**src/rtl/trd_pkg.sv**
```systemverilog
// Shared types and constants for the TGA run-length packet decoder.
// No dependencies; imported by every module of the decoder.
`default_nettype none

package trd_pkg;

    // Register map: register index is byte address divided by four
    typedef enum logic {
        REG_BYTES_PER_PIXEL = 1'b0,
        REG_PIXEL_TOTAL     = 1'b1
    } reg_index_t;

    localparam int          DEF_MAX_PIXEL_BYTES = 4;
    localparam int          ADDR_W              = 3;
    localparam logic [2:0]  BPP_RESET           = 3'd3;
    localparam logic [31:0] TOTAL_RESET         = 32'd1;
    localparam logic [7:0]  RUN_FLAG            = 8'h80;
    localparam logic [6:0]  COUNT_MASK          = 7'h7F;

    // Configuration handed from the register block to the decoder core
    typedef struct packed {
        logic [2:0]  bpp_raw;      // bytes per pixel as written
        logic [31:0] total_eff;    // pixel total, zero treated as one
        logic        reload;       // pixel total written in this cycle
        logic [31:0] reload_value; // effective value of that write
    } cfg_t;

    // Pixel total with zero treated as one
    function automatic logic [31:0] eff_total(input logic [31:0] total);
        eff_total = (total == 32'd0) ? 32'd1 : total;
    endfunction

endpackage

`default_nettype wire

```
**src/rtl/trd_cfg_regs.sv**
```systemverilog
// APB-style configuration registers of the TGA run-length packet decoder.
// Depends on trd_pkg for the register map and the cfg_t struct.
`default_nettype none

module trd_cfg_regs
    import trd_pkg::*;
(
    input  wire logic              aclk,
    input  wire logic              aresetn,
    input  wire logic              psel,
    input  wire logic              penable,
    input  wire logic              pwrite,
    input  wire logic [ADDR_W-1:0] paddr,
    input  wire logic [31:0]       pwdata,
    output logic [31:0]            prdata,
    output logic                   pready,
    output cfg_t                   cfg
);

    logic [2:0]  bpp_reg;
    logic [31:0] total_reg;
    logic        wr_en;
    reg_index_t  wr_index;

    assign pready   = 1'b1;
    assign wr_en    = psel & penable & pwrite & pready;
    assign wr_index = reg_index_t'(paddr[2]);

    // Write registers on the access beat
    always_ff @(posedge aclk) begin
        if (!aresetn) begin
            bpp_reg   <= BPP_RESET;
            total_reg <= TOTAL_RESET;
        end else if (wr_en) begin
            unique case (wr_index)
                REG_BYTES_PER_PIXEL: bpp_reg   <= pwdata[2:0];
                REG_PIXEL_TOTAL:     total_reg <= pwdata;
                default:             ;
            endcase
        end
    end

    // Read back
    always_comb begin
        unique case (wr_index)
            REG_BYTES_PER_PIXEL: prdata = {29'd0, bpp_reg};
            REG_PIXEL_TOTAL:     prdata = total_reg;
            default:             prdata = 32'd0;
        endcase
    end

    // Hand configuration and the reload strobe to the core
    always_comb begin
        cfg.bpp_raw      = bpp_reg;
        cfg.total_eff    = eff_total(total_reg);
        cfg.reload       = wr_en && (wr_index == REG_PIXEL_TOTAL);
        cfg.reload_value = eff_total(pwdata);
    end

endmodule

`default_nettype wire

```
**src/rtl/trd_core.sv**
```systemverilog
// Packet parser, pixel assembler and result register of the decoder.
// Depends on trd_pkg for constants and the cfg_t struct.
`default_nettype none

module trd_core
    import trd_pkg::*;
#(
    parameter int MAX_PIXEL_BYTES = DEF_MAX_PIXEL_BYTES
) (
    input  wire logic        aclk,
    input  wire logic        aresetn,
    input  wire cfg_t        cfg,
    input  wire logic        s_valid,
    output logic             s_ready,
    input  wire logic [7:0]  s_in_byte,
    output logic             m_valid,
    input  wire logic        m_ready,
    output logic [31:0]      m_pixel_value,
    output logic [7:0]       m_repeat_count,
    output logic             m_image_done
);

    localparam int PW = (MAX_PIXEL_BYTES > 1) ? $clog2(MAX_PIXEL_BYTES) : 1;
    localparam int BW = $clog2(MAX_PIXEL_BYTES + 1) + 1;
    localparam logic [BW-1:0] MAX_BPP = BW'(MAX_PIXEL_BYTES);

    logic          in_packet_reg, in_packet_next;
    logic          run_kind_reg, run_kind_next;
    logic [7:0]    ppl_reg, ppl_next;
    logic [PW-1:0] pos_reg, pos_next;
    logic [31:0]   gather_reg, gather_next;
    logic [31:0]   img_left_reg, img_left_next;
    logic          dropping_reg, dropping_next;

    logic          m_valid_reg;
    logic [31:0]   pixel_reg, pixel_next;
    logic [7:0]    count_reg, count_next;
    logic          done_reg, done_next;

    logic          acc;
    logic          produce;
    logic [BW-1:0] bpp;
    logic [BW-1:0] pos_plus;
    logic [31:0]   byte_shifted;
    logic [7:0]    ppl_dec;
    logic [7:0]    run_cnt;
    logic [7:0]    cnt;
    logic [31:0]   img_sub;

    assign s_ready = !m_valid_reg || m_ready;
    assign acc     = s_valid && s_ready;

    // Clamp bytes per pixel into 1..MAX_PIXEL_BYTES
    always_comb begin
        bpp = BW'(cfg.bpp_raw);
        if (bpp == '0) begin
            bpp = BW'(1);
        end
        if (bpp > MAX_BPP) begin
            bpp = MAX_BPP;
        end
    end

    assign pos_plus     = BW'(pos_reg) + BW'(1);
    assign byte_shifted = {24'd0, s_in_byte} << {pos_reg, 3'b000};
    assign ppl_dec      = (ppl_reg != 8'd0) ? ppl_reg - 8'd1 : 8'd0;
    assign run_cnt      = (ppl_reg == 8'd0) ? 8'd1 : ppl_reg;

    // Parse one stream beat
    always_comb begin
        in_packet_next = in_packet_reg;
        run_kind_next  = run_kind_reg;
        ppl_next       = ppl_reg;
        pos_next       = pos_reg;
        gather_next    = gather_reg;
        img_left_next  = img_left_reg;
        dropping_next  = dropping_reg;
        produce        = 1'b0;
        pixel_next     = gather_reg | byte_shifted;
        cnt            = 8'd1;
        img_sub        = img_left_reg;
        done_next      = 1'b0;

        if (acc) begin
            priority if (!in_packet_reg) begin
                // Header byte: kind and pixel count
                run_kind_next  = (s_in_byte & RUN_FLAG) != 8'd0;
                ppl_next       = {1'b0, s_in_byte[6:0] & COUNT_MASK} + 8'd1;
                pos_next       = '0;
                gather_next    = '0;
                in_packet_next = 1'b1;
                dropping_next  = 1'b0;
            end else if (pos_plus < bpp) begin
                // Gather an inner byte of the pixel
                if (!dropping_reg) begin
                    gather_next = gather_reg | byte_shifted;
                end
                pos_next = PW'(pos_plus);
            end else if (dropping_reg) begin
                // Drop the leftover pixel of a finished image
                pos_next    = '0;
                gather_next = '0;
                ppl_next    = ppl_dec;
                if (ppl_dec == 8'd0) begin
                    dropping_next  = 1'b0;
                    in_packet_next = 1'b0;
                end
            end else begin
                // Pixel complete: emit it with its clamped count
                pos_next    = '0;
                gather_next = '0;
                produce     = 1'b1;
                if (run_kind_reg) begin
                    cnt = run_cnt;
                    if ({24'd0, run_cnt} > img_left_reg) begin
                        cnt = img_left_reg[7:0];
                    end
                    ppl_next = 8'd0;
                end else begin
                    cnt      = 8'd1;
                    ppl_next = ppl_dec;
                end
                img_sub       = img_left_reg - {24'd0, cnt};
                done_next     = (img_sub == 32'd0);
                img_left_next = img_sub;
                if (done_next) begin
                    img_left_next = cfg.total_eff;
                    if (ppl_next != 8'd0) begin
                        dropping_next = 1'b1;
                    end else begin
                        in_packet_next = 1'b0;
                    end
                end else if (ppl_next == 8'd0) begin
                    in_packet_next = 1'b0;
                end
            end
        end

        // Reload the image counter on a pixel total write
        if (cfg.reload) begin
            img_left_next = cfg.reload_value;
        end
        count_next = cnt;
    end

    // State registers
    always_ff @(posedge aclk) begin
        if (!aresetn) begin
            in_packet_reg <= 1'b0;
            run_kind_reg  <= 1'b0;
            ppl_reg       <= 8'd0;
            pos_reg       <= '0;
            img_left_reg  <= eff_total(TOTAL_RESET);
            dropping_reg  <= 1'b0;
        end else begin
            in_packet_reg <= in_packet_next;
            run_kind_reg  <= run_kind_next;
            ppl_reg       <= ppl_next;
            pos_reg       <= pos_next;
            img_left_reg  <= img_left_next;
            dropping_reg  <= dropping_next;
        end
    end

    // Gathered bytes need no reset: a header clears them
    always_ff @(posedge aclk) begin
        gather_reg <= gather_next;
    end

    // Result register: load on a finished pixel, drop on the taken beat
    always_ff @(posedge aclk) begin
        if (!aresetn) begin
            m_valid_reg <= 1'b0;
        end else if (produce) begin
            m_valid_reg <= 1'b1;
        end else if (m_ready) begin
            m_valid_reg <= 1'b0;
        end
    end

    always_ff @(posedge aclk) begin
        if (produce) begin
            pixel_reg <= pixel_next;
            count_reg <= count_next;
            done_reg  <= done_next;
        end
    end

    assign m_valid        = m_valid_reg;
    assign m_pixel_value  = pixel_reg;
    assign m_repeat_count = count_reg;
    assign m_image_done   = done_reg;

    // Checks
    a_count_nonzero: assert property (@(posedge aclk) disable iff (!aresetn)
        m_valid_reg |-> (count_reg != 8'd0))
        else $error("result beat with zero repeat count");

    a_drop_in_packet: assert property (@(posedge aclk) disable iff (!aresetn)
        dropping_reg |-> in_packet_reg)
        else $error("dropping outside a packet");

    a_header_opens: assert property (@(posedge aclk) disable iff (!aresetn)
        (acc && !in_packet_reg && !cfg.reload) |=> (in_packet_reg && !dropping_reg))
        else $error("header beat did not open a packet");

    a_img_left_nonzero: assert property (@(posedge aclk) disable iff (!aresetn)
        img_left_reg != 32'd0)
        else $error("image pixel counter reached zero without reload");

    a_ppl_bound: assert property (@(posedge aclk) disable iff (!aresetn)
        ppl_reg <= 8'd128)
        else $error("packet pixel count out of range");

endmodule

`default_nettype wire

```
**src/rtl/tga_rle_packet_decoder.sv**
```systemverilog
// TGA run-length packet decoder: one compressed byte per beat, one result per pixel.
// A pixel's result is registered and appears in the cycle after its last byte is accepted.
// Throughput: one byte per cycle; bytes are taken while a result waits as long
// as the single result register is free or being taken in that cycle.
// Reset (aresetn low, synchronous): next byte is a header, registers return to
// 3 bytes per pixel and a pixel total of 1, no result pending.
`default_nettype none

module tga_rle_packet_decoder
    import trd_pkg::*;
#(
    parameter int MAX_PIXEL_BYTES = DEF_MAX_PIXEL_BYTES
) (
    input  wire logic              aclk,
    input  wire logic              aresetn,
    input  wire logic              psel,
    input  wire logic              penable,
    input  wire logic              pwrite,
    input  wire logic [ADDR_W-1:0] paddr,
    input  wire logic [31:0]       pwdata,
    output logic [31:0]            prdata,
    output logic                   pready,
    input  wire logic              s_valid,
    output logic                   s_ready,
    input  wire logic [7:0]        s_in_byte,
    output logic                   m_valid,
    input  wire logic              m_ready,
    output logic [31:0]            m_pixel_value,
    output logic [7:0]             m_repeat_count,
    output logic                   m_image_done
);

    cfg_t cfg;

    // Configuration registers
    trd_cfg_regs u_cfg (
        .aclk    (aclk),
        .aresetn (aresetn),
        .psel    (psel),
        .penable (penable),
        .pwrite  (pwrite),
        .paddr   (paddr),
        .pwdata  (pwdata),
        .prdata  (prdata),
        .pready  (pready),
        .cfg     (cfg)
    );

    // Packet parser and result register
    trd_core #(
        .MAX_PIXEL_BYTES (MAX_PIXEL_BYTES)
    ) u_core (
        .aclk           (aclk),
        .aresetn        (aresetn),
        .cfg            (cfg),
        .s_valid        (s_valid),
        .s_ready        (s_ready),
        .s_in_byte      (s_in_byte),
        .m_valid        (m_valid),
        .m_ready        (m_ready),
        .m_pixel_value  (m_pixel_value),
        .m_repeat_count (m_repeat_count),
        .m_image_done   (m_image_done)
    );

endmodule

`default_nettype wire

```
**config.mk**
```make
export PLATFORM = sky130hd
export DESIGN_NAME = tga_rle_packet_decoder
export DESIGN_NICKNAME = d
export VERILOG_FILES = /design/src/rtl/trd_pkg.sv /design/src/rtl/trd_cfg_regs.sv /design/src/rtl/trd_core.sv /design/src/rtl/tga_rle_packet_decoder.sv
export SDC_FILE = /design/constraint.sdc
export NUM_CORES = 1
export LEC_CHECK = 0
export ABC_AREA = 1
export BUFFER_PORTS_ARGS = -buffer_cell sky130_fd_sc_hd__buf_4
export CAP_MARGIN = 20
export CORE_MARGIN = 5
export CORE_UTILIZATION = 53
export DETAILED_ROUTE_END_ITERATION = 7
export PLACE_DENSITY = 0.77
export SLEW_MARGIN = 20
export SYNTH_ARGS = -nofsm -noshare
export SYNTH_HDL_FRONTEND = slang
export SYNTH_SLANG_ARGS = --single-unit
```
**constraint.sdc**
```tcl
create_clock -name aclk -period 4.29 [get_ports aclk]
set_input_delay 0.858 -clock aclk [delete_from_list [all_inputs] [get_ports aclk]]
set_output_delay 0.858 -clock aclk [all_outputs]
set_load 0.005 [all_outputs]
```
==> results.tsv, run 1 <==
stage	metric	value	unit
layout	Syn-to-layout area delta	39.0	%
placed_design	routability congestion estimate	0.931	
die	core area	0.0172	mm²
yosys	Synth Area in Adders	3.07	%
worst_setup_path	critical path class	register to register	
run_status	status	finished with violations	
clock_network	H-tree level count	4	
yosys	post-synthesis sequential area ratio	41.4	%
yosys	synth unique cells	45	
layout	nets	1645	
sta	Final min period	4.79	ns
sta	Hold Vio Cnt, Final	0	
route	Avg Vias per Cell	5.89	
worst_setup_path	Crit Path Max Fanout	6	
clock_network	Num CTS Buffers	17	
yosys	syn_nets	1382	
placed_design	post-placement setup slack	-0.616	ns
global_route	met3 Track Usage GR	5.46	%
layout	post-layout util	74.5	%
global_route	gr usage total	30.7	%
clock_network	CTS tree	built	
worst_setup_path	CP Capture Type	register	
yosys	syn_area_per_cell	7.03	µm²
global_route	met2 Use GR	53.2	%
worst_setup_path	CP Launch Type	register	
yosys	Synth Area in XOR/XNOR	0.557	%
sta	Hold WS	0.485	ns
layout	Final Non-Filler Cells	1811	
route	First-pass DRT Iterations	8	
global_route	first-pass GRT wire length	49200	µm
placed_design	placed cell count	1725	
sta	clock skew	0.0152	ns
sta	crit share post-route	112	%
yosys	multiplexer area fraction after synthesis	0	%
worst_setup_path	Crit-path slowest cell	a211oi_1	
clock_network	Post-CTS Hold Fix Bufs	0	
yosys	Mapped Cells	1310	
route	Detailed Route WL	33100	µm
sta	headroom to the max-slew limit	33.4	%
route	routed len/inst	18.3	µm
yosys	Post-synth ARST share	0	%
clock_network	Longest Clk Path Bufs	2	
sta	worst slew pin tran	0.997	ns
global_route	busiest grt layer	met2	
sta	Max Slew Vio Count	0	
global_route	grt total ovfl	0	
global_route	initial antenna violation count	0	
route	via count	10660	
die	I/O pin count	126	
yosys	EDFF count, synth	73	
route	Final ANT Viol Nets	0	
run_status	failing checks	design-rule violations, negative setup slack	
die	Die W	142	µm
sta	RSZ-0062 raised after global routing	true	
die	Rows	48	
clock_network	later-pin clock latency in the skew report	0.44	ns
global_route	met1 Use GR	36.4	%
yosys	main combinational cell family by area after synthesis	simple AND/OR/NAND/NOR gates	
global_route	largest net degree at the start of global routing	65	
min_path	min-delay worst type	register to register	
layout	layout cells sized above 1	29.4	%
worst_setup_path	largest stage delay on the critical path	0.42	ns
global_route	vias in the first global route	9788	
placed_design	detailed placement HPWL	21600	µm
power	Max rail drop VDD	0.337	mV
yosys	Synth warnings	0	
route	DRC violations left	1	
layout	# diodes	0	
power	leakage	0.00605	µW
die	Die Ht	142	µm
yosys	Netlist Area Pre-Place	0.00921	mm²
route	DRT iter0 DRCs	1290	
yosys	#FFs+latches synth	154	
sta	Peak Freq	209	MHz
yosys	Synth Area in Simple Gates	30.3	%
clock_network	clock sinks	154	
clock_network	Worst-path clk slew	0.06	ns
die	Die ar.	0.0201	mm²
power	PwrDens	444	mW/mm²
placed_design	input/output buffers	122	
yosys	prevailing post-synth register cell	dfxtp_1	
sta	Final WS setup	-0.502	ns
flow_run	Max-Cap Viols	0	
die	Initial Utilization	53.6	%
clock_network	CTS root buffer	clkbuf_16	
sta	final setup fails	34	
worst_setup_path	Required @ worst endpoint	4.65	ns
yosys	Synth Area in Compound Gates	13.3	%
power	total power	5690	µW
worst_setup_path	Worst EP arrival	5.16	ns
==> cells by family after synthesis <==
group / after synthesis
AOI/OAI and AO/OA: 235
DFF: 154
and+or+nand+nor: 626
adders and majority gates: 22
other: 1
buffers and inverters: 267
xor gates and xnor gates: 5
==> Yosys cell counts, types with 11 or more instances <==
master	number	area, µm²
nand2_1	334	1250
inv_1	193	724
a21oi_1	158	791
nand3_1	107	536
nor2_1	84	315
dfxtp_1	81	1620
edfxtp_1	73	2190
nand4_1	58	363
o21ai_0	57	285
clkbuf_1	42	158
ha_1	21	263
nor3_1	11	55.1
==> timing repair <==
| item | 4_1_cts | 5_1_grt |
|---|---|---|
| gates cloned | 5 | 3 |
| pin swaps | 42 | 38 |
| resized for setup | 46 | 79 |
| endpoints found under the setup margin | 34 | 35 |
| buffers inserted | 46 | 6 |
==> stage by stage <==
| step | setup TNS, ns | area [µm²] |
|---|---|---|
| floorplan | 0 | 9290 |
| global placement | -14.68 | 11200 |
| detailed placement | -19.11 | 11200 |
| CTS | -11.95 | 12400 |
| global route | -23.58 | 12800 |
| finish | -14.69 | 12800 |
==> metal layers <==
metal | routed length (µm) | vias to the layer above
li1 | - | 4853
met1 | 11900 | 4920
met2 | 15700 | 686
met3 | 3280 | 201
met4 | 2220 | 0
met5 | 0 | -
==> worst max-delay path, delay by kind of cell (launching register included) <==
kind            cells  cell delay (ns)
flops               1             0.33
buf+inv             8             0.78
compound gates      3             0.76
simple gates       20             1.91
fa+ha+maj           4             0.90
==> final cells by class <==
type	count	area (µm²)
Clock buffer	20	468
Clock inverter	12	87.6
Fill cell	1288	4380
Inverter	207	781
Multi-Input combinational cell	892	4880
Sequential cell	154	3810
Tap cell	225	282
Timing Repair Buffer	301	2480
==> cell usage in the layout (no fill, tap or decap), drive strengths merged, types with 2 or more instances in the layout <==
cell	Yosys	routed
xor2	4	4
nor2	91	91
a211oi	6	6
o21ai	58	58
a221oi	2	2
edfxtp	73	73
o22ai	5	5
nand3b	2	2
inv	203	208
dfxtp	81	81
nand3	110	110
nand4	58	58
nand2	338	341
ha	21	21
clkinv	4	10
or2	2	2
or4	2	2
buf	18	298
nor4	10	10
nor3	12	12
a21oi	159	159
clkbuf	42	22
==> report_power, final <==
part	leakage (µW)	switching [µW]	total, µW	internal (µW)
Combinational	0.00442	1460	2590	1120
Clock	0.000280	638	1430	795
Sequential	0.00135	43.7	1670	1620
==> worst paths after layout <==
path                                                  startpoint                                   end  slack (ns)  cells past startpoint
worst max-delay path              u_core.ppl_reg[0]$_SDFFE_PN0P_  u_core.img_left_reg[15]$_SDFFE_PN0P_       -0.50                     35
worst min-delay path            u_cfg.total_reg[19]$_SDFFE_PN0P_      u_cfg.total_reg[19]$_SDFFE_PN0P_        0.48                      2
worst max register to register    u_core.ppl_reg[0]$_SDFFE_PN0P_  u_core.img_left_reg[15]$_SDFFE_PN0P_       -0.50                     35
worst min register to register  u_cfg.total_reg[19]$_SDFFE_PN0P_      u_cfg.total_reg[19]$_SDFFE_PN0P_        0.48                      2
Power figures use the tool's default switching activity.
==> inputs of run 2 (changes only) <==
- BUFFER_PORTS_ARGS: -buffer_cell sky130_fd_sc_hd__buf_4 -> -buffer_cell sky130_fd_sc_hd__buf_2
- SETUP_SLACK_MARGIN: unset -> 0.3
==> run 2 against run 1 <==
The run ends with negative setup slack left. Non-clock buffer count is 4 higher. Critical path depth is 3 higher. Hold slack worse by 0.0046 ns.
==> results.tsv, run 2 (same netlist as run 1, synthesis figures left out) <==
stage	metric	value	unit
run_status	status	finished with violations	
run_status	failing checks	negative setup slack	
sta	final setup fails	34	
global_route	gr usage total	30.7	%
worst_setup_path	Worst EP arrival	5.51	ns
die	Rows	48	
placed_design	detailed placement HPWL	21800	µm
placed_design	placed cell count	1726	
min_path	min-delay worst type	register to register	
die	I/O pin count	126	
layout	Final Non-Filler Cells	1814	
flow_run	Max-Cap Viols	0	
layout	layout cells sized above 1	30.1	%
clock_network	Worst-path clk slew	0.07	ns
clock_network	clock sinks	154	
global_route	vias in the first global route	9797	
die	Initial Utilization	53.6	%
sta	Hold WS	0.480	ns
route	DRT iter0 DRCs	1152	
layout	area of the multi-input gates	0.00488	mm²
sta	headroom to the max-slew limit	29.9	%
layout	Seq. cell area	0.00382	mm²
layout	filler instances	1290	
power	Int Pwr	3480	µW
layout	post-layout util	73.1	%
sta	Max Slew Vio Count	0	
sta	Hold Vio Cnt, Final	0	
route	Avg Vias per Cell	5.84	
sta	Final WS setup	-0.852	ns
die	core area	0.0172	mm²
clock_network	Longest Clk Path Bufs	2	
worst_setup_path	worst path buffer plus inverter count	16	
route	Detailed Route WL	32900	µm
clock_network	Num CTS Buffers	17	
global_route	largest net degree at the start of global routing	65	
sta	crit share post-route	120	%
worst_setup_path	CP Capture Type	register	
die	Die W	142	µm
worst_setup_path	critical path class	register to register	
placed_design	input/output buffers	122	
worst_setup_path	CP most frequent cell	buf_4	
power	Combinational Power Share	44.7	%
clock_network	CTS tree	built	
clock_network	H-tree level count	4	
route	First-pass DRT Iterations	8	
sta	clock skew	0.0122	ns
power	leakage	0.00600	µW
route	Final ANT Viol Nets	0	
route	DRC violations left	0	
die	Die Ht	142	µm
global_route	first-pass GRT wire length	49200	µm
placed_design	routability congestion estimate	0.989	
layout	Syn-to-layout area delta	36.4	%
sta	Final min period	5.14	ns
power	Reg power frac	29.4	%
power	clock share of power	25.9	%
layout	most frequent cells in the layout	nand2_1 (296), inv_1 (185), buf_4 (158), a21oi_1 (141), buf_2 (123)	
sta	setup_tns	-23.51	ns
layout	commonest non-fill, non-tap cell in the layout	nand2_1	
route	routed len/inst	18.1	µm
die	Die ar.	0.0201	mm²
placed_design	placed cell area	0.0110	mm²
worst_setup_path	Required @ worst endpoint	4.66	ns
sta	RSZ-0062 raised after global routing	true	
sta	Peak Freq	194	MHz
power	PwrDens	452	mW/mm²
power	Max rail drop VDD	0.326	mV
worst_setup_path	Crit Path Max Fanout	6	
layout	# diodes	0	
global_route	initial antenna violation count	0	
layout	fin area	0.0126	mm²
clock_network	CTS root buffer	clkbuf_16	
power	Net Sw Power	2200	µW
sta	worst slew pin tran	1.05	ns
global_route	grt total ovfl	0	
worst_setup_path	Crit path max-delay family	simple AND/OR/NAND/NOR gates	
layout	nets	1648	
power	Sw Share	38.7	%
worst_setup_path	largest stage delay on the critical path	0.39	ns
route	via count	10587	
worst_setup_path	Crit-path slowest cell	fa_2	
worst_setup_path	CP Launch Type	register	
clock_network	later-pin clock latency in the skew report	0.44	ns
-- run 2: cell types whose count changed in the layout (fill, tap and decap cells not counted), moves of 4 or more --
cell     delta
a21oi_1     +4
a21oi_2     -4
buf_2     +123
buf_4     -121
ha_1        +4
ha_4        -4
nand2_1    -11
nand2_2     +7
nand3_1     -6
nand3_2     +5
-- run 2: power by group through the flow --
stage / combinational [µW] / clock (µW) / sequential, µW
floorplan: 1180 / 0 / 1700
global placement: 1870 / 0 / 1690
global route: 2720 / 1540 / 1670
finish: 2540 / 1470 / 1670
CTS: 2210 / 1460 / 1670
detailed placement: 1910 / 0 / 1700
-- run 2: final timing paths --
kind | end | slack [ns] | startpoint | cells past startpoint
min reg2reg | u_cfg.total_reg[26]$_SDFFE_PN0P_ | 0.48 | u_cfg.total_reg[26]$_SDFFE_PN0P_ | 2
max | u_core.img_left_reg[16]$_SDFFE_PN0P_ | -0.85 | u_core.ppl_reg[1]$_SDFFE_PN0P_ | 38
max reg2reg | u_core.img_left_reg[16]$_SDFFE_PN0P_ | -0.85 | u_core.ppl_reg[1]$_SDFFE_PN0P_ | 38
min | u_cfg.total_reg[26]$_SDFFE_PN0P_ | 0.48 | u_cfg.total_reg[26]$_SDFFE_PN0P_ | 2
-- run 2: worst reg2reg max path: cells and delay by family, from the launching register on --
| family | cells | cell delay (ns) |
|---|---|---|
| AOI/OAI and AO/OA | 2 | 0.34 |
| buffers and inverters | 16 | 1.91 |
| DFF | 1 | 0.33 |
| and+or+nand+nor | 18 | 1.94 |
| adders and majority gates | 2 | 0.54 |
-- run 2: layout make-up --
| class | count | share of cell area [%] |
|---|---|---|
| clock inverters | 15 | 1.18 |
| clock buffers | 17 | 3.39 |
| flip-flops and latches | 154 | 30.4 |
| inverters | 207 | 6.22 |
| repair buffers | 305 | 17.7 |
| well taps | 225 | 2.24 |
| multi-input cells | 891 | 38.9 |
-- run 2: through the flow --
step	total power [µW]	worst slack, ns
finish	5680	-0.852
global route	5930	-1.04
CTS	5330	-0.391
detailed placement	3610	-0.547
global placement	3570	-0.419
floorplan	2870	0.0671
-- run 2: routing by layer --
layer / global-route usage (%) / share of wire, % / vias up
li1: - / - / 4878
met1: 37.2 / 37 / 4811
met2: 51.5 / 48 / 712
met3: 5.70 / 8.7 / 186
met4: 17.0 / 6.6 / 0
met5: 0 / 0 / -
-- run 2: repair_timing --
action / CTS / global route
pin swaps: 35 / 32
hold buffers: 0 / 0
setup buffers: 33 / 14
setup endpoints to repair: 34 / 34
gates cloned: 4 / 4
gates resized for setup: 46 / 75
